--- config.mk ---
export PLATFORM = sky130hd
export DESIGN_NAME = rpfsa_queue
export DESIGN_NICKNAME = d
export VERILOG_FILES = /design/src/sv/assert_macros.svh /design/src/sv/rpfsa_pkg.sv /design/src/sv/rpfsa_queue.sv
export SDC_FILE = /design/constraint.sdc
export NUM_CORES = 1
export LEC_CHECK = 0
export ABC_AREA = 1
export BUFFER_PORTS_ARGS = -buffer_cell sky130_fd_sc_hd__buf_2
export CAP_MARGIN = 20
export CORE_UTILIZATION = 52
export CTS_CLUSTER_SIZE = 12
export DETAILED_ROUTE_END_ITERATION = 7
export HOLD_SLACK_MARGIN = 0.03
export PLACE_DENSITY = 0.88
export RECOVER_POWER = 25
export SLEW_MARGIN = 25
export SYNTH_ARGS = -nofsm -noshare
export SYNTH_HDL_FRONTEND = slang
export SYNTH_SLANG_ARGS = --single-unit
export TNS_END_PERCENT = 50
--- constraint.sdc ---
create_clock -name clk_i -period 3.9 [get_ports clk_i]
set_input_delay 0.39 -clock clk_i [delete_from_list [all_inputs] [get_ports clk_i]]
set_output_delay 0.39 -clock clk_i [all_outputs]
set_load 0.03 [all_outputs]
--- src/sv/assert_macros.svh ---
`ifndef ASSERT_MACROS_SVH
`define ASSERT_MACROS_SVH

// Property checked on every rising edge of clk_i, off while rst_ni is low.
`define ASSERT_RST(lbl, prop, msg) \
  lbl: assert property (@(posedge clk_i) disable iff (!rst_ni) prop) \
    else $error(msg);

// Condition that must never hold outside reset.
`define ASSERT_NEVER(lbl, cond, msg) \
  lbl: assert property (@(posedge clk_i) disable iff (!rst_ni) !(cond)) \
    else $error(msg);

`endif

--- src/sv/rpfsa_pkg.sv ---
package rpfsa_pkg;

  localparam int unsigned LENGTH_BINS  = 65536;
  localparam int unsigned QUALITY_BINS = 64;

  localparam int unsigned FUNC_W = 2;
  localparam int unsigned LEN_W  = 24;
  localparam int unsigned QUAL_W = 6;
  localparam int unsigned IDX_W  = 16;
  localparam int unsigned CNT_W  = 32;
  localparam int unsigned TOT_W  = 48;
  localparam int unsigned BIN_W  = 32;

  // bin index widths, and memory address widths with the class bit on top
  localparam int unsigned LB_W  = $clog2(LENGTH_BINS);
  localparam int unsigned QB_W  = $clog2(QUALITY_BINS);
  localparam int unsigned LA_W  = LB_W + 1;
  localparam int unsigned QA_W  = QB_W + 1;
  localparam int unsigned CLR_W = (LA_W > QA_W) ? LA_W : QA_W;

  localparam int unsigned Q_DEPTH = 2;
  localparam int unsigned Q_PTR_W = (Q_DEPTH > 1) ? $clog2(Q_DEPTH) : 1;
  localparam int unsigned Q_CNT_W = $clog2(Q_DEPTH + 1);

  typedef enum logic [FUNC_W-1:0] {
    FUNC_RECORD   = 2'd0,
    FUNC_LEN_BIN  = 2'd1,
    FUNC_QUAL_BIN = 2'd2
  } func_e;

  // classified item handed from front to back
  typedef struct packed {
    logic              is_record;
    logic              len_rd;     // length bin read-back, index in range
    logic              qual_rd;    // quality bin read-back, index in range
    logic              cls;
    logic [LEN_W-1:0]  read_length;
    logic [QUAL_W-1:0] quality;
    logic [LB_W-1:0]   len_bin;
    logic [QB_W-1:0]   qual_bin;
  } entry_t;

endpackage

--- src/sv/rpfsa_queue.sv ---
module rpfsa_queue (
  input  logic              clk_i,
  input  logic              rst_ni,
  input  logic              push_i,
  input  rpfsa_pkg::entry_t push_data_i,
  output logic              full_o,
  input  logic              pop_i,
  output logic              head_valid_o,
  output rpfsa_pkg::entry_t head_o
);

  rpfsa_pkg::entry_t                  buf_q [rpfsa_pkg::Q_DEPTH];
  logic [rpfsa_pkg::Q_PTR_W-1:0]      wr_ptr_q, rd_ptr_q;
  logic [rpfsa_pkg::Q_CNT_W-1:0]      cnt_q;

  function automatic logic [rpfsa_pkg::Q_PTR_W-1:0] ptr_inc(
      input logic [rpfsa_pkg::Q_PTR_W-1:0] p);
    return (p == rpfsa_pkg::Q_PTR_W'(rpfsa_pkg::Q_DEPTH - 1)) ? '0 : p + 1'b1;
  endfunction

  assign head_valid_o = cnt_q != '0;
  assign full_o       = cnt_q == rpfsa_pkg::Q_CNT_W'(rpfsa_pkg::Q_DEPTH);
  assign head_o       = buf_q[rd_ptr_q];

  always_ff @(posedge clk_i) begin
    if (push_i) begin
      buf_q[wr_ptr_q] <= push_data_i;
    end
  end

  always_ff @(posedge clk_i or negedge rst_ni) begin
    if (!rst_ni) begin
      wr_ptr_q <= '0;
      rd_ptr_q <= '0;
      cnt_q    <= '0;
    end else begin
      if (push_i) begin
        wr_ptr_q <= ptr_inc(wr_ptr_q);
      end
      if (pop_i) begin
        rd_ptr_q <= ptr_inc(rd_ptr_q);
      end
      case ({push_i, pop_i})
        2'b10:   cnt_q <= cnt_q + 1'b1;
        2'b01:   cnt_q <= cnt_q - 1'b1;
        default: cnt_q <= cnt_q;
      endcase
    end
  end

endmodule

==> results.md <==
* Port Buf Inserts at 117
* Clock-pin transition on the worst setup and hold timing paths at 0.05 ns
* Synth area leader: edfxtp_1
* Syn-to-layout area delta at 29.1%
* Yosys cell types at 15
* R2r setup slk at just under 2 ns
* Worst-Skew Late Latency at slightly below 0.5 ns
* Max Buffers Root-to-Sink at 2
* Initial drt markers at 153
* Initial antenna violation count at 0
* Synth top area cells: edfxtp_1 77%, o21ai_0 6.4%, inv_1 5.3%
* Final setup fails at 0
* Vias in the first global route at 2,648
* DRC errors left at 0
* CTS tree: done
* Unrepaired setup endpoints after global routing: no
* Post-CTS resize count at 0
* Register Area at 3460 um2
* Hold Path Sink: buf_q[1][34]
* Die Wd at 93.5 um
* Top cell type's share of synthesized area at between 70% and 80%
* R2R Path End: buf_q[0][42]
* Die extent in y at 93.5 um
* GR Overflow Total at 0
* Post-route setup slack at between 1 and 1.5 ns
* Row count at 33
* Core Area at just over 8000 um2
* Sequential area share after synthesis at 79.5%
* DP Wirelength at between 4000 and 5000 um
* Multi-input gate area at 578 um2
* Fin crit period at 2.50 ns
* First-pass GRT wire length at 11,500 um
* Fillers at just under 600
* Synthesized Nets at 377
* Warnings, synthesis at 0
* Slew Viols, Final at 0
* Period utilisation layout at 64.0%
* Final Wtd Congestion at 0.796
* Achievable clock frequency at 401 MHz
* Synth Register Bits at 116
* Post-layout net count at 505
* Critical Path AT at between 2 and 2.5 ns
* Count leader, synth: edfxtp_1
* Maximum vdd drop at 0.463 mV
* Final Hold Fails at 0
* Req. time, crit path at around 3.5 ns
* Final ANT Viol Nets at 0
* DRT Pass-1 Iters at 4
* H-tree depth at 4
* Crit end category: primary output
* Async SR Flop Fraction at under 10%
* Status: finished, final reports clean
* Die area at ~8700 um2
* Dpl cell area at 5020 um2
* Hold depth at 1
* Reg2Reg Depth at 2
* Synthesized area per cell at 13.8 um2
* Vias post-DR at 2,686
* Vias per cell at about 4.8
* CP max FO at 41
* Synth Flop Type: edfxtp_1
* Rel. slew slack at 52.4%
* Routed WL at 7430 um
* Worst hold path type: input pin to flop
* Top cells by count, synth: 112 x edfxtp_1, 62 x inv_1, 62 x nand2_1
* Largest net degree at the start of global routing at 57
* Worst Setup Path Type: flop to primary output
* Final instance area at 5620 um2
* CTS sink cnt at 116
* Pwr dens at 862 nW/um2
* Leakage Power at 2.42 nW
* N_diodes at 0
* Dpl ws at 1.86 ns
* Count of max-cap constraint violations at 0
* Hold Startpoint: push_data_i[34]
* Clk_skew at between 0.008 and 0.009 ns
* Initial Util at 53.3%
* Worst r2r src: wr_ptr_q
* Post-route setup TNS at 0 ns
* Number of flops mapped to enable cells by yosys at between 100 and 150
* CP Launch Type: flop
* Gr usage total at 18.1%
* Worst slew pin tran at 0.714 ns
* # IOs at roughly 120
* Post-Syn Area at 4350 um2
* Syn Inst Count at 316
* Wirelength per Cell at about 13 um
* Root Buffer Master: clkbuf_8
* CTS buffer count at 17
* Share of layout cells above drive strength 1 at between 30 and 40%
==> worst max path at each step <==
| stage | to | slack (ns) | startpoint |
|---|---|---|---|
| after floorplan | buf_q[0][0] | 0.63 | push_i |
| after global placement | buf_q[0][41] | 1.92 | push_i |
| after detailed placement | buf_q[0][46] | 1.86 | push_i |
| after CTS | head_o[44] | 1.38 | rd_ptr_q |
| after global routing | head_o[0] | 1.21 | rd_ptr_q |
| final | head_o[44] | 1.40 | rd_ptr_q |
==> placed cells by master (no fill, tap or decap) <==
master and instances:
clkbuf_1 12, nand3_1 1, nand4_1 1, clkinv_2 1
nor2_4 1, nand2_1 62, xor2_1 2, dfrtp_2 1
xnor2_1 1, clkinvlp_4 1, clkinv_4 1, clkbuf_16 16
clkinv_1 4, inv_4 1, dfrtp_1 3, nor2_1 1
o21ai_0 56, dlygate4sd3_1 1, inv_1 61, clkbuf_8 1
buf_4 3, bufinv_16 5, edfxtp_1 112, ha_1 1
buf_2 107
==> state kept, by name, indices dropped and copies added (netlist names) <==
name      flops
buf_q       112
cnt_q         2
rd_ptr_q      1
wr_ptr_q      1
==> power by group <==
group | internal (mW) | switching [mW] | leakage [nW] | total [mW]
clock network | 1.09 | 0.489 | 0.292 | 1.58
registers | 1.66 | 0.113 | 1.10 | 1.77
logic | 0.367 | 1.13 | 1.03 | 1.50
total | 3.11 | 1.73 | 2.42 | 4.85
==> per-stage QoR <==
stage | std cells | power, mW | hold WS [ns] | util, %
global placement | 529 | 3.26 | 0.198 | 61.3
detailed placement | 529 | 3.31 | 0.206 | 61.4
floorplan | 316 | 2.90 | 0.0944 | -
global route | 561 | 5.07 | 0.0566 | 68.8
finish | 561 | 4.85 | 0.0831 | 68.8
CTS | 561 | 4.89 | 0.0551 | 68.9
==> layer usage <==
layer	up-vias	track usage [%]	wire, um
li1	1321	-	-
met2	89	32.8	4000
met1	1261	18.0	2890
met3	15	4.96	376
met5	-	0	0
met4	0	12.1	166
==> final cells by class <==
cell class | instances | share of cell area (%)
sequential | 116 | 61.6
timing repair buffer | 121 | 10.8
multi-input combinational | 126 | 10.3
clock buffer | 19 | 7.50
inverter | 62 | 4.18
clock inverter | 12 | 3.32
tap | 105 | 2.34
==> logic make-up after synthesis <==
logic type                 count (synthesis)  share of synthesized area (%)
DFF                                      116                           79.5
buffers and inverters                     74                           7.36
and+or+nand+nor                           66                           5.78
AOI/OAI and AO/OA                         56                           6.44
xor gates and xnor gates                   3                          0.604
adders and majority gates                  1                          0.287
==> critical path, cell delays in order (launching register included) <==
cell	delay [ns]
dfrtp_2	0.71
buf_4	0.43
nand2_1	0.09
o21ai_0	0.12
buf_2	0.24
==> repair_timing <==
action | in CTS | in global routing
hold endpoints to repair | 4 | 0
buffers inserted | 0 | 0
hold buffers | 1 | 0
endpoints found under the setup margin | 0 | 0
Power figures use the tool's default switching activity.
