--- config.mk ---
export PLATFORM = sky130hd
export DESIGN_NAME = rpfsa_front_flat
export DESIGN_NICKNAME = d
export VERILOG_FILES = /design/src/sv/assert_macros.svh /design/src/sv/rpfsa_pkg.sv /design/src/sv/rpfsa_if.sv /design/src/sv/rpfsa_front.sv /design/src/flat_wrapper.sv
export SDC_FILE = /design/constraint.sdc
export NUM_CORES = 1
export LEC_CHECK = 0
export BUFFER_PORTS_ARGS = -buffer_cell sky130_fd_sc_hd__buf_2
export CORE_UTILIZATION = 30
export DETAILED_ROUTE_END_ITERATION = 8
export PLACE_DENSITY = 0.81
export SYNTH_ARGS = -nofsm -noshare
export SYNTH_HDL_FRONTEND = slang
export SYNTH_SLANG_ARGS = --single-unit
--- constraint.sdc ---
create_clock -name vclk -period 1.2
set_input_delay 0.24 -clock vclk [all_inputs]
set_output_delay 0.24 -clock vclk [all_outputs]
set_load 0.005 [all_outputs]
--- src/sv/assert_macros.svh ---
`ifndef ASSERT_MACROS_SVH
`define ASSERT_MACROS_SVH

// Property checked on every rising edge of clk_i, off while rst_ni is low.
`define ASSERT_RST(lbl, prop, msg) \
  lbl: assert property (@(posedge clk_i) disable iff (!rst_ni) prop) \
    else $error(msg);

// Condition that must never hold outside reset.
`define ASSERT_NEVER(lbl, cond, msg) \
  lbl: assert property (@(posedge clk_i) disable iff (!rst_ni) !(cond)) \
    else $error(msg);

`endif

--- src/sv/rpfsa_pkg.sv ---
package rpfsa_pkg;

  localparam int unsigned LENGTH_BINS  = 65536;
  localparam int unsigned QUALITY_BINS = 64;

  localparam int unsigned FUNC_W = 2;
  localparam int unsigned LEN_W  = 24;
  localparam int unsigned QUAL_W = 6;
  localparam int unsigned IDX_W  = 16;
  localparam int unsigned CNT_W  = 32;
  localparam int unsigned TOT_W  = 48;
  localparam int unsigned BIN_W  = 32;

  // bin index widths, and memory address widths with the class bit on top
  localparam int unsigned LB_W  = $clog2(LENGTH_BINS);
  localparam int unsigned QB_W  = $clog2(QUALITY_BINS);
  localparam int unsigned LA_W  = LB_W + 1;
  localparam int unsigned QA_W  = QB_W + 1;
  localparam int unsigned CLR_W = (LA_W > QA_W) ? LA_W : QA_W;

  localparam int unsigned Q_DEPTH = 2;
  localparam int unsigned Q_PTR_W = (Q_DEPTH > 1) ? $clog2(Q_DEPTH) : 1;
  localparam int unsigned Q_CNT_W = $clog2(Q_DEPTH + 1);

  typedef enum logic [FUNC_W-1:0] {
    FUNC_RECORD   = 2'd0,
    FUNC_LEN_BIN  = 2'd1,
    FUNC_QUAL_BIN = 2'd2
  } func_e;

  // classified item handed from front to back
  typedef struct packed {
    logic              is_record;
    logic              len_rd;     // length bin read-back, index in range
    logic              qual_rd;    // quality bin read-back, index in range
    logic              cls;
    logic [LEN_W-1:0]  read_length;
    logic [QUAL_W-1:0] quality;
    logic [LB_W-1:0]   len_bin;
    logic [QB_W-1:0]   qual_bin;
  } entry_t;

endpackage

--- src/sv/rpfsa_if.sv ---
interface rpfsa_rec_if;
  logic                            valid;
  logic                            ready;
  logic [rpfsa_pkg::FUNC_W-1:0]    func;
  logic                            pass_flag;
  logic [rpfsa_pkg::LEN_W-1:0]     read_length;
  logic [rpfsa_pkg::QUAL_W-1:0]    quality;
  logic [rpfsa_pkg::IDX_W-1:0]     bin_index;

  modport source (output valid, func, pass_flag, read_length, quality, bin_index,
                  input ready);
  modport sink (input valid, func, pass_flag, read_length, quality, bin_index,
                output ready);
endinterface


--- src/sv/rpfsa_front.sv ---
module rpfsa_front (
  rpfsa_rec_if.sink           rec_i,
  input  logic                q_full_i,
  input  logic                clearing_i,
  output logic                push_o,
  output rpfsa_pkg::entry_t   entry_o
);

  rpfsa_pkg::func_e func;
  logic             len_long;
  logic             qual_high;

  assign func      = rpfsa_pkg::func_e'(rec_i.func);
  assign len_long  = 32'(rec_i.read_length) >= rpfsa_pkg::LENGTH_BINS;
  assign qual_high = 32'(rec_i.quality) >= rpfsa_pkg::QUALITY_BINS;

  assign rec_i.ready = !q_full_i && !clearing_i;
  assign push_o      = rec_i.valid && rec_i.ready;

  always_comb begin
    entry_o             = '0;
    entry_o.cls         = rec_i.pass_flag;
    entry_o.read_length = rec_i.read_length;
    entry_o.quality     = rec_i.quality;
    case (func)
      rpfsa_pkg::FUNC_RECORD: begin
        entry_o.is_record = 1'b1;
        entry_o.len_bin   = len_long ? rpfsa_pkg::LB_W'(rpfsa_pkg::LENGTH_BINS - 1)
                                     : rpfsa_pkg::LB_W'(rec_i.read_length);
        entry_o.qual_bin  = qual_high ? rpfsa_pkg::QB_W'(rpfsa_pkg::QUALITY_BINS - 1)
                                      : rpfsa_pkg::QB_W'(rec_i.quality);
      end
      rpfsa_pkg::FUNC_LEN_BIN: begin
        entry_o.len_rd  = 32'(rec_i.bin_index) < rpfsa_pkg::LENGTH_BINS;
        entry_o.len_bin = rpfsa_pkg::LB_W'(rec_i.bin_index);
      end
      rpfsa_pkg::FUNC_QUAL_BIN: begin
        entry_o.qual_rd  = 32'(rec_i.bin_index) < rpfsa_pkg::QUALITY_BINS;
        entry_o.qual_bin = rpfsa_pkg::QB_W'(rec_i.bin_index);
      end
      default: begin
      end
    endcase
  end

endmodule

--- src/flat_wrapper.sv ---
// flat-port wrapper written by rule: the top's interface ports become plain ports
module rpfsa_front_flat 
  (q_full_i, clearing_i, push_o, entry_o, rec_i_valid, rec_i_func, rec_i_pass_flag, rec_i_read_length, rec_i_quality, rec_i_bin_index, rec_i_ready);
  rpfsa_rec_if rec_i_i ();
  input  logic q_full_i;
  input  logic clearing_i;
  output logic push_o;
  output rpfsa_pkg::entry_t entry_o;
  input wire logic [$bits(rec_i_i.valid)-1:0] rec_i_valid;
  input wire logic [$bits(rec_i_i.func)-1:0] rec_i_func;
  input wire logic [$bits(rec_i_i.pass_flag)-1:0] rec_i_pass_flag;
  input wire logic [$bits(rec_i_i.read_length)-1:0] rec_i_read_length;
  input wire logic [$bits(rec_i_i.quality)-1:0] rec_i_quality;
  input wire logic [$bits(rec_i_i.bin_index)-1:0] rec_i_bin_index;
  output wire logic [$bits(rec_i_i.ready)-1:0] rec_i_ready;
  assign rec_i_i.valid = rec_i_valid;
  assign rec_i_i.func = rec_i_func;
  assign rec_i_i.pass_flag = rec_i_pass_flag;
  assign rec_i_i.read_length = rec_i_read_length;
  assign rec_i_i.quality = rec_i_quality;
  assign rec_i_i.bin_index = rec_i_bin_index;
  assign rec_i_ready = rec_i_i.ready;
  rpfsa_front u_core (.rec_i(rec_i_i), .q_full_i(q_full_i), .clearing_i(clearing_i), .push_o(push_o), .entry_o(entry_o));
endmodule
==> qor.yml <==
status:
  outcome: "complete, but fails checks"
  violations: "negative setup slack"
place:
  place.gp.congestion: 0.675
  hpwl_um: 2080
  port_buffers: 108
finish:
  register_area_sq_um: 0
  num-clock-buffers: 0
  fill_cells: 272
  drive_above_1_share_pct: 71.4
  final_cell_mix: "102 x buf_2, 24 x nor2_1, 17 x nor2b_1"
  final_nets: 246
  seq_cells: 0
  final_common_cell: "buf_2"
  area_delta_synth_final_pct: 68.9
  antenna_cells: 0
route:
  drt_iter0_drc: 8
  firstDrtPassIters: 4
  routed_wl_um: 2730
  wl_per_cell_um: 12.3
  vias_per_cell: 4.74
  drt.antenna.violating_nets: 0
  vias: 1053
  post-route-drc-count: 0
timing:
  holdWs_ns: 0.480
  fmax_mhz: 716
  worst_pin_slew_ns: 0.254
  rsz0062_at_grt: "yes"
  hold_viol: 0
  relSlewSlack_pct: 82.9
  fin_crit_sh_pct: 116
  period_minus_slack_ns: 1.40
  setup_viol: 17
  drv_slew: 0
  fin_ws_ns: -0.198
power_and_ir_drop:
  p_leak_nw: 0.733
  power_mw: 0.451
  ir_drop_uv: 184
  powerDensity_nw_per_um2: 324
flow_run:
  max-cap-violations: 0
grt:
  grt_max_degree: 25
  grt_pass1_vias: 839
  grt_pass1_wl_um: 3620
  antenna_found_initial: 0
  overflow: 0
  grt_util_all_layers_pct: 16.2
worst_setup_path:
  critPathLaunchType: "primary input"
  crit_fanout: 8
  crit_end: "entry_o[8]"
  crit_start: "rec_i_read_length[23]"
  crit_type: "primary input to primary output"
  cp-end-kind: "primary output"
  crit_arrival_ns: 1.16
  worst_ep_required_time_ns: 0.96
yosys:
  synthCells: 110
  yosys_warnings: 0
  synth_area_sq_um: 825
  avgSynthCellArea_sq_um: 7.50
  synth_top_area_share_pct: 28.2
  yosys.area.top_type: "buf_4"
  synth_cell_types: 14
  yosys-top-cells-area: "buf_4 28%, a311oi_2 18%, nor2b_1 13%, nor2_1 11%, mux2i_1 7.3%"
  synthesis.nets: 162
  synth-seq-area-share_pct: 0
worst_hold_path:
  min-delay-path-class: "primary input to primary output"
die:
  placementRows: 18
  die-area_sq_um: 2960
  core-area_sq_um: 2540
  pin_count: 110
  die_height_um: 54.4
  initial_core_util_pct: 32.4
  die_width_um: 54.4
clock_tree:
  cts_hold_buf: 0
-- kinds of logic after synthesis --
logic type | Yosys count | share of synthesized area, %
simple gates | 48 | 33.1
buf+inv | 40 | 35.1
compound gates | 16 | 24.6
mux | 6 | 7.28
-- power breakdown --
part / internal, mW / leakage, nW / switching (mW)
sequential: 0 / 0 / 0
combinational: 0.256 / 0.733 / 0.195
clock: 0 / 0 / 0
-- final cells by class --
cell class,instances,area (sq um),share of cell area (%)
Tap cell,30,37.5,2.70
Timing Repair Buffer,122,797,57.2
Multi-Input combinational cell,70,558,40.1
-- stage by stage --
step	instances	setup TNS (ns)	setup slack, ns	utilization (%)	instance area, sq um
floorplan	110	0	0.0220	-	825
global placement	217	-2.49	-0.253	48.4	1230
detailed placement	217	-3.13	-0.248	48.4	1230
CTS	217	-2.51	-0.168	49.8	1270
global route	222	-3.67	-0.235	54.7	1390
finish	222	-2.84	-0.198	54.7	1390
-- cells in the mapped netlist --
| cell type | count |
|---|---|
| and3_1 | 1 |
| clkbuf_1 | 1 |
| nor4b_1 | 1 |
| nor4_1 | 2 |
| nor4_4 | 2 |
| buf_2 | 6 |
| a311oi_1 | 6 |
| buf_6 | 2 |
| buf_4 | 31 |
| mux2i_1 | 6 |
| nor2_1 | 24 |
| a311oi_2 | 10 |
| and2_1 | 1 |
| nor2b_1 | 17 |
-- per-layer routing --
metal | GRT usage [%] | share of wire (%) | vias to the layer above
met5 | 0 | 0 | -
met4 | 1.71 | 1.1 | 0
met3 | 0.278 | 6.7 | 2
met2 | 34.8 | 53 | 54
met1 | 17.5 | 39 | 470
li1 | - | - | 527
-- repair_timing --
action	4_1_cts	5_1_grt
setup endpoints to repair	20	22
setup buffers	0	2
resized for setup	7	10
pin swaps	2	4
cloned	0	3
-- how the worst min path moves through the flow --
stage,start,slack [ns],end,cells after the start
after floorplan,q_full_i,0.51,rec_i_ready,1
after global placement,rec_i_pass_flag,0.48,entry_o[52],0
final,rec_i_pass_flag,0.48,entry_o[52],0
after global routing,rec_i_pass_flag,0.48,entry_o[52],0
after detailed placement,rec_i_pass_flag,0.48,entry_o[52],0
after CTS,rec_i_pass_flag,0.48,entry_o[52],0
-- critical path, cell delays in order --
cell,delay (ns)
buf_8,0.10
nor4_4,0.25
buf_4,0.18
clkbuf_16,0.15
a311oi_1,0.09
buf_2,0.14
No activity file was read; power rests on OpenSTA's default activity.
